### src/rtl/i2c_mras_pkg.sv
// Shared types and codes for the I2C master register access sequencer.
package i2c_mras_pkg;

    typedef enum logic [2:0] {
        ST_START      = 3'd0,
        ST_RSTART     = 3'd1,
        ST_ADDR_ACK   = 3'd2,
        ST_ADDR_NACK  = 3'd3,
        ST_DATA_ACK   = 3'd4,
        ST_DATA_NACK  = 3'd5,
        ST_ARB_LOST   = 3'd6,
        ST_OTHER      = 3'd7
    } bus_status_t;

    typedef enum logic [2:0] {
        ACT_START  = 3'd0,
        ACT_SEND   = 3'd1,
        ACT_RXACK  = 3'd2,
        ACT_RXNACK = 3'd3,
        ACT_STOP   = 3'd4,
        ACT_NONE   = 3'd5
    } action_t;

    typedef enum logic [1:0] {
        OC_OK    = 2'd0,
        OC_NACK  = 2'd1,
        OC_ERR   = 2'd2,
        OC_RETRY = 2'd3
    } outcome_t;

    typedef enum logic [7:0] {
        PH_IDLE   = 8'b0000_0001,
        PH_START  = 8'b0000_0010,
        PH_SLAW   = 8'b0000_0100,
        PH_REG    = 8'b0000_1000,
        PH_WDATA  = 8'b0001_0000,
        PH_RSTART = 8'b0010_0000,
        PH_SLAR   = 8'b0100_0000,
        PH_RDATA  = 8'b1000_0000
    } phase_t;

    localparam logic       CMD_BEGIN       = 1'b0;
    localparam logic [7:0] MAX_RETRIES_RST = 8'd200;

    // One result beat.
    typedef struct packed {
        action_t    action;
        logic [7:0] out_byte;
        logic       read_valid;
        logic [7:0] read_byte;
        logic       done_res;
        outcome_t   outcome;
        logic [7:0] byte_count;
    } result_t;

endpackage

### src/rtl/i2c_master_register_access_sequencer_unit.sv
// Top level: I2C master register read/write sequencer with registered result and skid stage.
// A result beat is registered into the output register, or into the skid register while m_ stalls.
// Throughput: one input beat per cycle while s_tready is high; every beat yields exactly one result beat.
// Output register plus skid register: s_tready drops only when both hold a beat.
// Reset (aresetn low, synchronous): phase idle, counters and target cleared,
// max_retries back to 200, result buffer emptied.
module i2c_master_register_access_sequencer_unit (
    input  logic        aclk,
    input  logic        aresetn,
    // configuration: max_retries
    input  logic        cfg_valid,
    output logic        cfg_ready,
    input  logic [7:0]  cfg_data,
    // input beat
    input  logic        s_tvalid,
    output logic        s_tready,
    // is_read[0], dev_addr[7:1], reg_byte[15:8], length[23:16],
    // bus_status[26:24], tx_byte[34:27], rx_byte[42:35], zero[47:43]
    input  logic [47:0] s_tdata,
    // cmd[0]
    input  logic        s_tuser,
    // result beat
    output logic        m_tvalid,
    input  logic        m_tready,
    // action[2:0], out_byte[10:3], read_byte[18:11], outcome[20:19],
    // byte_count[28:21], zero[31:29]
    output logic [31:0] m_tdata,
    // read_valid[0]
    output logic        m_tuser,
    // done_res
    output logic        m_tlast
);
    import i2c_mras_pkg::*;

    // input field split
    logic        in_is_read;
    logic [6:0]  in_dev_addr;
    logic [7:0]  in_reg_byte;
    logic [7:0]  in_length;
    bus_status_t in_status;
    logic [7:0]  in_tx_byte;
    logic [7:0]  in_rx_byte;

    assign in_is_read    = s_tdata[0];
    assign in_dev_addr   = s_tdata[7:1];
    assign in_reg_byte   = s_tdata[15:8];
    assign in_length     = s_tdata[23:16];
    assign in_status     = bus_status_t'(s_tdata[26:24]);
    assign in_tx_byte    = s_tdata[34:27];
    assign in_rx_byte    = s_tdata[42:35];

    // transaction state
    phase_t     phase_reg,       phase_next;
    logic [7:0] retry_count_reg, retry_count_next;
    logic [7:0] bytes_left_reg,  bytes_left_next;
    logic [7:0] bytes_done_reg,  bytes_done_next;
    logic       read_mode_reg,   read_mode_next;
    logic [6:0] target_addr_reg, target_addr_next;
    logic [7:0] target_reg_reg,  target_reg_next;
    logic [7:0] max_retries_reg;

    // result buffer
    result_t out_reg, skid_reg, res;
    logic    out_valid_reg, skid_valid_reg;
    logic    accept;

    assign cfg_ready = 1'b1;
    assign s_tready  = !skid_valid_reg;
    assign accept    = s_tvalid && s_tready;

    always_comb begin
        logic [7:0] bl;
        logic [7:0] bd;
        logic       fin;
        action_t    fin_act;
        outcome_t   fin_oc;

        phase_next       = phase_reg;
        retry_count_next = retry_count_reg;
        bytes_left_next  = bytes_left_reg;
        bytes_done_next  = bytes_done_reg;
        read_mode_next   = read_mode_reg;
        target_addr_next = target_addr_reg;
        target_reg_next  = target_reg_reg;

        res            = '0;
        res.action     = ACT_NONE;
        res.outcome    = OC_OK;
        fin            = 1'b0;
        fin_act        = ACT_STOP;
        fin_oc         = OC_ERR;
        bl             = bytes_left_reg;
        bd             = bytes_done_reg;

        if (s_tuser == CMD_BEGIN) begin
            read_mode_next   = in_is_read;
            target_addr_next = in_dev_addr;
            target_reg_next  = in_reg_byte;
            bl               = in_length;
            bd               = '0;
            retry_count_next = '0;
            if (max_retries_reg == '0) begin
                fin     = 1'b1;
                fin_act = ACT_NONE;
                fin_oc  = OC_RETRY;
            end else begin
                retry_count_next = 8'd1;
                res.action       = ACT_START;
                phase_next       = PH_START;
            end
        end else begin
            case (phase_reg)
                PH_IDLE: begin
                    phase_next = PH_IDLE;
                end
                PH_START, PH_RSTART: begin
                    if (in_status == ST_START || in_status == ST_RSTART) begin
                        res.action = ACT_SEND;
                        if (phase_reg == PH_START) begin
                            res.out_byte = {target_addr_reg, 1'b0};
                            phase_next   = PH_SLAW;
                        end else begin
                            res.out_byte = {target_addr_reg, 1'b1};
                            phase_next   = PH_SLAR;
                        end
                    end else if (in_status == ST_ARB_LOST) begin
                        res.action = ACT_START;
                        phase_next = PH_START;
                    end else begin
                        fin = 1'b1;
                    end
                end
                PH_SLAW: begin
                    if (in_status == ST_ADDR_ACK) begin
                        res.action   = ACT_SEND;
                        res.out_byte = target_reg_reg;
                        phase_next   = PH_REG;
                    end else if (in_status == ST_ADDR_NACK) begin
                        if (retry_count_reg >= max_retries_reg) begin
                            fin    = 1'b1;
                            fin_oc = OC_RETRY;
                        end else begin
                            retry_count_next = 8'(retry_count_reg + 8'd1);
                            res.action       = ACT_START;
                            phase_next       = PH_START;
                        end
                    end else if (in_status == ST_ARB_LOST) begin
                        res.action = ACT_START;
                        phase_next = PH_START;
                    end else begin
                        fin = 1'b1;
                    end
                end
                PH_REG, PH_WDATA: begin
                    if (in_status == ST_DATA_ACK) begin
                        if (phase_reg == PH_WDATA) begin
                            bd = 8'(bytes_done_reg + 8'd1);
                        end
                        if (phase_reg == PH_REG && read_mode_reg) begin
                            res.action = ACT_START;
                            phase_next = PH_RSTART;
                        end else if (bytes_left_reg == '0) begin
                            fin    = 1'b1;
                            fin_oc = OC_OK;
                        end else begin
                            bl           = 8'(bytes_left_reg - 8'd1);
                            res.action   = ACT_SEND;
                            res.out_byte = in_tx_byte;
                            phase_next   = PH_WDATA;
                        end
                    end else if (phase_reg == PH_REG && in_status == ST_DATA_NACK) begin
                        fin    = 1'b1;
                        fin_oc = OC_NACK;
                    end else if (phase_reg == PH_REG && in_status == ST_ARB_LOST) begin
                        res.action = ACT_START;
                        phase_next = PH_START;
                    end else begin
                        fin = 1'b1;
                    end
                end
                PH_SLAR: begin
                    if (in_status == ST_ADDR_ACK) begin
                        if (bytes_left_reg == '0) begin
                            fin    = 1'b1;
                            fin_oc = OC_OK;
                        end else begin
                            res.action = (bytes_left_reg > 8'd1) ? ACT_RXACK : ACT_RXNACK;
                            phase_next = PH_RDATA;
                        end
                    end else if (in_status == ST_ADDR_NACK) begin
                        fin    = 1'b1;
                        fin_oc = OC_NACK;
                    end else if (in_status == ST_ARB_LOST) begin
                        res.action = ACT_START;
                        phase_next = PH_START;
                    end else begin
                        fin = 1'b1;
                    end
                end
                PH_RDATA: begin
                    if (in_status == ST_DATA_ACK || in_status == ST_DATA_NACK) begin
                        res.read_valid = 1'b1;
                        res.read_byte  = in_rx_byte;
                        bd             = 8'(bytes_done_reg + 8'd1);
                        if (bytes_left_reg != '0) begin
                            bl = 8'(bytes_left_reg - 8'd1);
                        end
                        if (bl == '0) begin
                            fin    = 1'b1;
                            fin_oc = OC_OK;
                        end else if (in_status == ST_DATA_NACK) begin
                            fin    = 1'b1;
                            fin_oc = OC_NACK;
                        end else begin
                            res.action = (bl > 8'd1) ? ACT_RXACK : ACT_RXNACK;
                            phase_next = PH_RDATA;
                        end
                    end else begin
                        fin = 1'b1;
                    end
                end
                default: begin
                    phase_next = PH_IDLE;
                end
            endcase
        end

        if (fin) begin
            res.action     = fin_act;
            res.done_res   = 1'b1;
            res.outcome    = fin_oc;
            res.byte_count = bd;
            phase_next     = PH_IDLE;
        end

        bytes_left_next = bl;
        bytes_done_next = bd;
    end

    // state and config
    always_ff @(posedge aclk) begin
        if (!aresetn) begin
            phase_reg       <= PH_IDLE;
            retry_count_reg <= '0;
            bytes_left_reg  <= '0;
            bytes_done_reg  <= '0;
            read_mode_reg   <= 1'b0;
            target_addr_reg <= '0;
            target_reg_reg  <= '0;
            max_retries_reg <= MAX_RETRIES_RST;
        end else begin
            if (cfg_valid && cfg_ready) begin
                max_retries_reg <= cfg_data;
            end
            if (accept) begin
                phase_reg       <= phase_next;
                retry_count_reg <= retry_count_next;
                bytes_left_reg  <= bytes_left_next;
                bytes_done_reg  <= bytes_done_next;
                read_mode_reg   <= read_mode_next;
                target_addr_reg <= target_addr_next;
                target_reg_reg  <= target_reg_next;
            end
        end
    end

    // result buffer: output register fed from skid first, skid fills on stall
    always_ff @(posedge aclk) begin
        if (!aresetn) begin
            out_valid_reg  <= 1'b0;
            skid_valid_reg <= 1'b0;
        end else if (m_tready || !out_valid_reg) begin
            out_valid_reg  <= skid_valid_reg || accept;
            skid_valid_reg <= 1'b0;
        end else if (accept) begin
            skid_valid_reg <= 1'b1;
        end
    end

    always_ff @(posedge aclk) begin
        if (m_tready || !out_valid_reg) begin
            out_reg <= skid_valid_reg ? skid_reg : res;
        end else if (accept) begin
            skid_reg <= res;
        end
    end

    assign m_tvalid = out_valid_reg;
    assign m_tdata  = {3'b000, out_reg.byte_count, out_reg.outcome, out_reg.read_byte,
                       out_reg.out_byte, out_reg.action};
    assign m_tuser  = out_reg.read_valid;
    assign m_tlast  = out_reg.done_res;

`ifndef ASSERT_OFF
    // skid only ever holds a beat behind a full output register
    a_skid_behind_out: assert property (@(posedge aclk) disable iff (!aresetn)
        skid_valid_reg |-> out_valid_reg)
        else $error("skid holds a beat while output register is empty");

    // a begin with a zero retry limit leaves the sequencer idle
    a_zero_limit_idle: assert property (@(posedge aclk) disable iff (!aresetn)
        (accept && s_tuser == CMD_BEGIN && max_retries_reg == '0 && !cfg_valid)
        |=> phase_reg == PH_IDLE)
        else $error("zero retry limit did not end the transaction");

    // a begin with a nonzero limit counts the first attempt and asks for START
    a_begin_starts: assert property (@(posedge aclk) disable iff (!aresetn)
        (accept && s_tuser == CMD_BEGIN && max_retries_reg != '0)
        |=> (phase_reg == PH_START && retry_count_reg == 8'd1))
        else $error("begin did not arm the first attempt");

    // a stalled result stays put while the skid catches the next beat
    a_out_hold: assert property (@(posedge aclk) disable iff (!aresetn)
        (out_valid_reg && !m_tready) |=> (out_valid_reg && $stable(out_reg)))
        else $error("stalled result changed");
`endif

endmodule
### config.mk
export PLATFORM = sky130hd
export DESIGN_NAME = i2c_master_register_access_sequencer_unit
export DESIGN_NICKNAME = d
export VERILOG_FILES = /design/src/rtl/i2c_mras_pkg.sv /design/src/rtl/i2c_master_register_access_sequencer_unit.sv
export SDC_FILE = /design/constraint.sdc
export NUM_CORES = 1
export LEC_CHECK = 0
export BUFFER_PORTS_ARGS = -buffer_cell sky130_fd_sc_hd__clkbuf_2
export CAP_MARGIN = 20
export CORE_MARGIN = 5
export CORE_UTILIZATION = 61
export CTS_CLUSTER_DIAMETER = 80
export CTS_CLUSTER_SIZE = 28
export DETAILED_ROUTE_END_ITERATION = 6
export PLACE_DENSITY = 0.86
export SKIP_LAST_GASP = 1
export SLEW_MARGIN = 25
export SYNTH_ARGS = -nofsm -noshare
export SYNTH_HDL_FRONTEND = slang
export SYNTH_SLANG_ARGS = --single-unit
### constraint.sdc
create_clock -name aclk -period 6.08 [get_ports aclk]
set_input_delay 1.216 -clock aclk [delete_from_list [all_inputs] [get_ports aclk]]
set_output_delay 1.216 -clock aclk [all_outputs]
set_load 0.01 [all_outputs]
==> results of run 1 <==
==> placed cells by master, fill, tap and decap left out, types with 8 or more instances in the layout <==
cell / instances
nand3_1: 16
and2_1: 12
nor2_1: 56
clkbuf_16: 16
edfxtp_1: 62
o31ai_1: 13
nor3_1: 11
mux2_2: 19
nand2_1: 81
o21ai_0: 24
a21oi_1: 40
nand2b_1: 8
mux2i_1: 10
inv_1: 16
ha_1: 13
clkbuf_2: 89
dfxtp_1: 58
==> stage by stage <==
stage / cell area, um^2 / worst slack (ns) / hold slack [ns] / util (%) / power (mW)
floorplan: 6070 / 2.19 / 0.436 / - / 1.04
global placement: 6540 / 2.42 / 0.442 / 67.2 / 1.09
detailed placement: 6540 / 2.37 / 0.446 / 67.2 / 1.10
CTS: 7130 / 2.56 / 0.456 / 73.3 / 2.10
global route: 7140 / 2.38 / 0.473 / 73.4 / 2.16
finish: 7140 / 2.55 / 0.460 / 73.4 / 2.09
==> critical path, cell delays in order, from the launching register on <==
cell	delay, ns
dfxtp_1	0.83
inv_1	0.66
clkbuf_2	0.29
==> cell type report <==
class                   instances  area (um^2)  area share, %
repair buffers                 94          483           6.77
inverters                      17         63.8          0.894
clock buffers                  18          418           5.86
multi-input cells             442         2810           39.4
clock inverters                14          171           2.40
well taps                     133          166           2.33
flip-flops and latches        120         3020           42.4
==> per-layer routing <==
| metal | wire length (um) | vias up |
|---|---|---|
| li1 | - | 2418 |
| met1 | 5830 | 2438 |
| met2 | 7450 | 257 |
| met3 | 1180 | 48 |
| met4 | 407 | 0 |
| met5 | 0 | - |
==> cells by family (layout without fill, tap and decap cells) <==
kind of cell,Yosys count,count (layout),share of synthesized area (%)
multiplexers,29,29,5.18
flip-flops,120,120,49.9
XOR/XNOR,11,11,1.59
buffers and inverters,53,143,4.02
AND/OR/NAND/NOR,236,236,19.1
other,2,4,0.124
adder cells (fa/ha/maj),13,13,2.68
AO/OA/AOI/OAI,149,149,17.4
==> report_power, final <==
| part | switching (mW) | internal [mW] | total [mW] |
|---|---|---|---|
| clock network | 0.379 | 0.627 | 1.01 |
| logic | 0.113 | 0.0717 | 0.185 |
| registers | 0.0217 | 0.881 | 0.903 |
==> worst max path at each step <==
stage	startpoint	slack (ns)	depth (start not counted)	endpoint
5_1_grt	skid_valid_reg$_SDFFE_PP0P_	2.38	2	s_tready
2_1_floorplan	m_tready	2.19	2	skid_reg[0]$_DFFE_PP_
3_5_place_dp	s_tuser	2.37	5	m_tdata[11]$_DFFE_PP_
6_report	skid_valid_reg$_SDFFE_PP0P_	2.55	2	s_tready
3_3_place_gp	s_tuser	2.42	5	m_tdata[15]$_DFFE_PP_
4_1_cts	skid_valid_reg$_SDFFE_PP0P_	2.56	2	s_tready
==> metrics.txt, run 1 <==
fillers=726; drt initial violations=620; Worst Hold Class=reg2reg; Setup violations, final=0; area growth from synthesis to layout=17.7%; Cell Rows=36; PD cells=293 mW/mm^2; worst hold path depth=2; CP max FO=25; worst slew pin tran=0.929 ns; Slew Limit Fails=0; routed wire length=14900 um; Setup crit end kind=primary output; Post-synth EDFFs=62; area leader, netlist=edfxtp_1; TritonCTS buffer count=17; startpoint types=flip-flop; max FFs per register=31; ys flop type=edfxtp_1; Synth area leaders=edfxtp_1 31%, dfxtp_1 19%, nand2_1 5.0%; number of cells on the worst reg-to-reg path=4; Mapped Cells=613; Antenna Nets Post-Route=0; Syn Area/Cell=9.89 um^2; Vias/cell=6.16; Global Route met2 Usage=43.8%; worst-skew pair later-pin latency=0.52 ns; Hold EP=target_addr_reg[3]$_SDFFE_PN0P_; worst vdd ir=0.000195 V; asr flop ratio synth=0%; All-Layer GR Usage=25.4%; Seq cells post-synth=120; register area share after synthesis=49.9%; Crit Path Class=reg2out; flop2flop setup slack=2.67 ns; global-route wire length before repair=23800 um; max-cap viol count=0; Final #Nets=767; minimum clock period=3.53 ns; pin count of the biggest net entering global routing=35; Routed WL per cell=17.7 um; FF-to-FF End=skid_reg[5]$_DFFE_PP_; Pleak=2.85 nW; Initial Util=62.3%; IO Pins=99; Setup Buffers After CTS=0; PostCTS Resize Cnt=0; post-synth top area share=30.7%; number of placed cells counting well taps=806; share of cells above drive strength 1=22.8%; Die H=110 um; CTS tree=done; initial antenna violation count=0; Die ar.=0.0120 mm^2; met3 Usage GRT=5.40%; status=finished, final reports clean; grt met1 use=31.2%; number of port buffers=89; Top Usage Layer GRT=met2; H-tree levels=4; GPL Wtd Cong=0.934; DP Wirelength=9960 um; most common cell in the netlist=nand2_1; antenna cell count=0; CORE AREA=0.00973 mm^2; Final Skew=0.00899 ns; Post-Layout Cell Count=838; # clock sinks=120; Fmax=0.283 GHz; final hold vios=0; Critical Path RT=4.86 ns; root buffer cell=clkbuf_8; register clock-pin slew on the reported worst setup and hold paths=0.06 ns; Relative slew margins=38.0%; vias in the first global route=4939; via count=5161; crit share post-route=58.1%; RSZ-0062 raised after global routing=false; Die Width=110 um; worst path arrival time=2.31 ns; Pre-antenna DRT Iters=6; worst hold start=target_addr_reg[3]$_SDFFE_PN0P_; Cell variety after synth=75; reg2reg start=skid_valid_reg$_SDFFE_PP0P_; DRC=0; GR Overflow Total=0; Post-Route Setup TNS=0 ns; most frequent cells after synthesis=81 x nand2_1, 62 x edfxtp_1, 58 x dfxtp_1; yosys warns=0; # hold bufs at CTS=0; clock buffer depth=2; Synth Cell Area=0.00606 mm^2
No activity file was read; power rests on OpenSTA's default activity.
==> run 2: changes to the inputs <==
--- a/config.mk
+++ b/config.mk
@@ -8,11 +8,11 @@
 export BUFFER_PORTS_ARGS = -buffer_cell sky130_fd_sc_hd__clkbuf_2
 export CAP_MARGIN = 20
 export CORE_MARGIN = 5
-export CORE_UTILIZATION = 61
+export CORE_UTILIZATION = 51
 export CTS_CLUSTER_DIAMETER = 80
 export CTS_CLUSTER_SIZE = 28
 export DETAILED_ROUTE_END_ITERATION = 6
-export PLACE_DENSITY = 0.86
+export PLACE_DENSITY = 0.77
 export SKIP_LAST_GASP = 1
 export SLEW_MARGIN = 25
 export SYNTH_ARGS = -nofsm -noshare
==> constraint.sdc (replaced) <==
create_clock -name aclk -period 2.84 [get_ports aclk]
set_input_delay 0.568 -clock aclk [delete_from_list [all_inputs] [get_ports aclk]]
set_output_delay 0.568 -clock aclk [all_outputs]
set_load 0.01 [all_outputs]
==> run 2 against run 1 <==
Against the previous run:
- non-clock buffer count is 24 higher
- first-iteration DRC count is 9.8% lower
- critical path depth is 8 higher
- wire length is 0.67% higher
- worst hold slack worse by 0.091 ns
- global-route usage is 4.1 points lower
- flip-flop and latch count stayed put
- register-to-register slack worse by 2.5 ns
- sequential power is 110% higher
- largest cell class unchanged
- highest routed layer unchanged
==> metrics.txt, run 2 (synthesized netlist as in run 1, its figures left out) <==
total power=4.79 mW; All-Layer GR Usage=21.3%; drt initial violations=559; Final #Nets=791; Pre-antenna DRT Iters=5; Initial Util=52.7%; Slew Limit Fails=0; Fmax=0.378 GHz; Die ar.=0.0142 mm^2; vias in the first global route=4988; Pleak=3.00 nW; GPL Wtd Cong=0.923; register share of total power=40.3%; GR Overflow Total=0; RSZ-0062 raised after global routing=false; number of placed cells counting well taps=840; CTS tree=done; slowest stage cell, crit path=dfxtp_1; FF-to-FF End=m_tdata[20]$_DFFE_PP_; most common cell after layout, fill and taps aside=clkbuf_2; # clock sinks=120; root buffer cell=clkbuf_16; Worst Hold Class=in2reg; DRC=0; number of port buffers=89; worst hold start=s_tdata[11]; delay-heaviest family, CP=compound AO/OA/AOI/OAI gates; Switch Pwr=1.09 mW; CORE AREA=0.0115 mm^2; fin util=64.3%; global-route wire length before repair=24400 um; leading cell types in the layout, fill and taps excluded=89 x clkbuf_2, 81 x nand2_1, 62 x edfxtp_1; max-cap viol count=0; initial antenna violation count=0; TritonCTS buffer count=17; minimum clock period=2.64 ns; Critical Path RT=3.08 ns; Hold EP=target_reg_reg[3]$_SDFFE_PN0P_; worst hold path depth=3; CP peak stage delay=0.35 ns; antenna cell count=0; worst path cell trace=inv_1 > ha_1 > buf_4 > nor2b_1 > o21ai_0 > a21boi_0 > nand3_1 > o221a_4 > a31o_2 > o31ai_1; worst path arrival time=2.88 ns; register clock-pin slew on the reported worst setup and hold paths=0.05 ns; Vias/cell=5.83; Multi-input gate area=0.00281 mm^2; DP Wirelength=10500 um; Cell Rows=39; Setup Buffers After CTS=0; Die H=119 um; Bufs and invs on worst path=2; Post-Route Setup TNS=0 ns; Final Skew=0.00904 ns; Sw Share=22.7%; P_int=3.70 mW; IO Pins=99; clock buffer depth=2; worst vdd ir=0.000334 V; Antenna Nets Post-Route=0; Crit Path Class=reg2reg; crit share post-route=93.1%; area growth from synthesis to layout=22.2%; combinational power share=8.7%; Relative slew margins=46.0%; status=finished, final reports clean; H-tree levels=4; pin count of the biggest net entering global routing=34; Die Width=119 um; PD cells=646 mW/mm^2; Setup crit end kind=flip-flop; Post-Layout Cell Count=872; number of cells on the worst reg-to-reg path=10; worst-skew pair later-pin latency=0.42 ns; flop2flop setup slack=0.20 ns; final hold vios=0; worst slew pin tran=0.809 ns; via count=5082; Routed WL per cell=17.2 um; sequential cell area=0.00302 mm^2; max FFs per register=31; fillers=946; Setup violations, final=0; share of power burned in the clock network=51.0%; routed wire length=15000 um; share of cells above drive strength 1=25.7%; startpoint types=flip-flop; reg2reg start=bytes_left_reg[1]$_SDFFE_PN0P_; CP max FO=8
run 2: cell type report:
type	instances	share of cell area, %
tap	143	2.41
timing repair buffer	118	8.95
clock inverter	15	3.34
multi-input combinational	442	37.9
clock buffer	17	5.74
sequential	120	40.8
inverter	17	0.861
run 2: power by group through the flow:
stage	clock network, mW	registers, mW	logic, mW
floorplan	0	1.97	0.259
global placement	0	1.96	0.400
detailed placement	0	1.96	0.411
CTS	2.47	1.93	0.415
global route	2.55	1.94	0.458
finish	2.44	1.93	0.416
run 2: worst register-to-register path: cells and delay by family, from the launching register on:
kind	cells	cell delay [ns]
AND/OR/NAND/NOR	2	0.36
adder cells (fa/ha/maj)	1	0.19
flip-flops	1	0.35
buffers and inverters	2	0.32
AO/OA/AOI/OAI	5	1.23
run 2: worst max path at each step:
stage	start	to	slack, ns	cells after the start
final	bytes_left_reg[1]$_SDFFE_PN0P_	m_tdata[20]$_DFFE_PP_	0.20	10
after global routing	bytes_left_reg[1]$_SDFFE_PN0P_	m_tdata[26]$_DFFE_PP_	0.02	10
after CTS	bytes_left_reg[0]$_SDFFE_PN0P_	m_tdata[26]$_DFFE_PP_	0.13	10
after detailed placement	bytes_left_reg[0]$_SDFFE_PN0P_	m_tdata[26]$_DFFE_PP_	0.17	10
after global placement	max_retries_reg[2]$_SDFFE_PN0P_	m_tdata[2]$_DFFE_PP_	0.21	9
after floorplan	m_tready	skid_reg[0]$_DFFE_PP_	0.10	2
run 2: stage by stage:
step / hold slack, ns / worst slack, ns / instance area [um^2]
final: 0.369 / 0.196 / 7410
after global routing: 0.367 / 0.0178 / 7410
after CTS: 0.357 / 0.133 / 7410
after detailed placement: 0.446 / 0.174 / 6740
after global placement: 0.443 / 0.212 / 6740
after floorplan: 0.436 / 0.103 / 6070
run 2: metal layers:
metal / wire, um / part of all wire, % / vias to the layer above / global-route usage [%]
met5: 0 / 0 / - / 0
met4: 240 / 1.6 / 0 / 6.52
met3: 989 / 6.6 / 31 / 6.35
met2: 7410 / 50 / 176 / 36.2
met1: 6320 / 42 / 2414 / 26.2
li1: - / - / 2461 / -
run 2: timing repair:
action,in CTS,in global routing
setup endpoints to repair,0,20
endpoints found under the hold margin,0,0
hold buffers,0,0
resized for setup,0,2
==> run 3: changes to the inputs <==
--- a/config.mk
+++ b/config.mk
@@ -5,14 +5,14 @@
 export SDC_FILE = /design/constraint.sdc
 export NUM_CORES = 1
 export LEC_CHECK = 0
-export BUFFER_PORTS_ARGS = -buffer_cell sky130_fd_sc_hd__clkbuf_2
 export CAP_MARGIN = 20
 export CORE_MARGIN = 5
-export CORE_UTILIZATION = 51
+export CORE_UTILIZATION = 57
 export CTS_CLUSTER_DIAMETER = 80
 export CTS_CLUSTER_SIZE = 28
 export DETAILED_ROUTE_END_ITERATION = 6
-export PLACE_DENSITY = 0.77
+export DONT_BUFFER_PORTS = 1
+export PLACE_DENSITY = 0.76
 export SKIP_LAST_GASP = 1
 export SLEW_MARGIN = 25
 export SYNTH_ARGS = -nofsm -noshare
==> run 3 against run 2 <==
Against the previous run:
- cell count fell by 12%
- sequential share of layout area rose by 3.7 points
- die area fell by 9.7%
- worst hold slack got worse by 0.21 ns
- clock-buffer cell count did not move
- non-clock buffer count fell by 97
- wire length fell by 4.2%
- highest routed layer unchanged
- first-iteration DRC count rose by 3.0%
- largest power group unchanged
- sequential power barely moved
- critical path type unchanged
- flip-flop and latch count did not move
==> metrics.txt, run 3 (synthesized netlist as in run 1, its figures left out) <==
slowest stage cell, crit path=dfxtp_1; startpoint types=flip-flop; Die ar.=0.0128 mm^2; Final WS setup=0.216 ns; crit share post-route=92.4%; fillers=832; PostCTS Resize Cnt=0; Antenna Nets Post-Route=0; Switch Pwr=1.08 mW; CTS tree=done; drt initial violations=576; Final #Nets=694; P_int=3.18 mW; antenna cell count=0; global-route wire length before repair=23000 um; Sw Share=25.3%; worst slew pin tran=0.615 ns; number of placed cells counting well taps=736; # clock sinks=120; Setup crit end kind=flip-flop; number of cells on the worst reg-to-reg path=10; Initial Util=58.5%; H-tree levels=4; status=finished, final reports clean; IO Pins=99; PD cells=628 mW/mm^2; Cell Rows=37; worst hold slack=0.158 ns; Routed WL per cell=18.7 um; Relative slew margins=58.6%; combinational power share=7.2%; register clock-pin slew on the reported worst setup and hold paths=0.06 ns; Slew Limit Fails=0; FF-to-FF End=m_tdata[24]$_DFFE_PP_; worst-skew pair later-pin latency=0.51 ns; routed wire length=14300 um; GPL Wtd Cong=0.903; root buffer cell=clkbuf_8; Final Skew=0.00578 ns; leading cell types in the layout, fill and taps excluded=81 x nand2_1, 62 x edfxtp_1, 57 x dfxtp_1; worst path arrival time=2.96 ns; final hold vios=0; DP Wirelength=9820 um; Post-Layout Cell Count=768; total power=4.26 mW; reg2reg start=bytes_left_reg[1]$_SDFFE_PN0P_; Hold EP=max_retries_reg[7]$_SDFFE_PN1P_; CORE AREA=0.0104 mm^2; pre-CTS setup slack=0.185 ns; RSZ-0062 raised after global routing=false; CP peak stage delay=0.42 ns; TritonCTS buffer count=17; minimum clock period=2.62 ns; pin count of the biggest net entering global routing=34; Vias/cell=6.23; worst hold start=aresetn; Pre-antenna DRT Iters=6; All-Layer GR Usage=22.3%; number of port buffers=0; Die Width=113 um; area growth from synthesis to layout=11.9%; clock buffer depth=2; share of cells above drive strength 1=14.4%; Setup Buffers After CTS=0; CP max FO=16; initial antenna violation count=0; register share of total power=45.7%; max FFs per register=31; GR Overflow Total=0; via count=4782; Crit Path Class=reg2reg; share of power burned in the clock network=47.1%; Setup violations, final=0; max-cap viol count=0; # hold bufs at CTS=0; Worst Hold Class=in2reg; Pleak=2.53 nW; worst vdd ir=0.000290 V; Critical Path RT=3.18 ns; flop2flop setup slack=0.22 ns; DRC=0; worst path cell trace=inv_1 > ha_1 > buf_4 > nor2_1 > nand3_1 > a21boi_0 > nand3_2 > o221a_4 > a21o_4 > o31ai_1; most common cell after layout, fill and taps aside=nand2_1; worst hold path depth=1; Die H=113 um; Post-Route Setup TNS=0 ns; vias in the first global route=4653; Fmax=0.381 GHz
run 3: cell types whose count changed in the layout (fill, tap and decap cells not counted), sizes merged:
| cell | delta |
|---|---|
| clkbuf | -89 |
| buf | -8 |
| inv | +3 |
| clkinv | +1 |
| bufinv | -5 |
| clkinvlp | +1 |
run 3: layout make-up:
class	count	area, um^2	area share, %
Clock inverter	15	144	2.12
Multi-Input combinational cell	442	2810	41.5
Timing Repair Buffer	21	158	2.32
Sequential cell	120	3020	44.6
Inverter	17	63.8	0.940
Tap cell	136	170	2.51
Clock buffer	17	414	6.10
run 3: critical path: cells and delay by family, from the launching register on:
family                     cells  cell delay (ns)
AOI/OAI and AO/OA              4             1.14
DFF                            1             0.42
and+or+nand+nor                3             0.35
buffers and inverters          2             0.31
adders and majority gates      1             0.22
run 3: how the worst max path moves through the flow:
| stage | end | start | slack, ns | depth (start not counted) |
|---|---|---|---|---|
| after global placement | m_tdata[20]$_DFFE_PP_ | bytes_left_reg[0]$_SDFFE_PN0P_ | 0.25 | 10 |
| after CTS | m_tdata[24]$_DFFE_PP_ | bytes_left_reg[0]$_SDFFE_PN0P_ | 0.16 | 10 |
| after global routing | m_tdata[24]$_DFFE_PP_ | bytes_left_reg[1]$_SDFFE_PN0P_ | 0.002 | 10 |
| final | m_tdata[24]$_DFFE_PP_ | bytes_left_reg[1]$_SDFFE_PN0P_ | 0.22 | 10 |
| after detailed placement | m_tdata[24]$_DFFE_PP_ | bytes_left_reg[0]$_SDFFE_PN0P_ | 0.19 | 10 |
| after floorplan | skid_reg[0]$_DFFE_PP_ | m_tready | 0.10 | 2 |
run 3: per-layer routing:
metal	up-vias	GRT usage, %	part of all wire, %
li1	2268	-	-
met2	191	37.8	49
met3	23	5.61	6.5
met1	2300	28.1	43
met4	0	6.97	1.4
met5	-	0	0
run 3: metrics by stage:
step | area, um^2 | util, %
after floorplan | 6070 | -
after global placement | 6220 | 60.0
after detailed placement | 6220 | 60.0
after CTS | 6780 | 65.4
after global routing | 6790 | 65.5
final | 6790 | 65.5
run 3: power by group through the flow:
stage / clock, mW / sequential [mW] / combinational (mW)
final: 2.01 / 1.95 / 0.306
after global routing: 2.14 / 1.96 / 0.341
after CTS: 2.04 / 1.95 / 0.303
after detailed placement: 0 / 1.99 / 0.300
after global placement: 0 / 1.98 / 0.290
after floorplan: 0 / 1.97 / 0.259
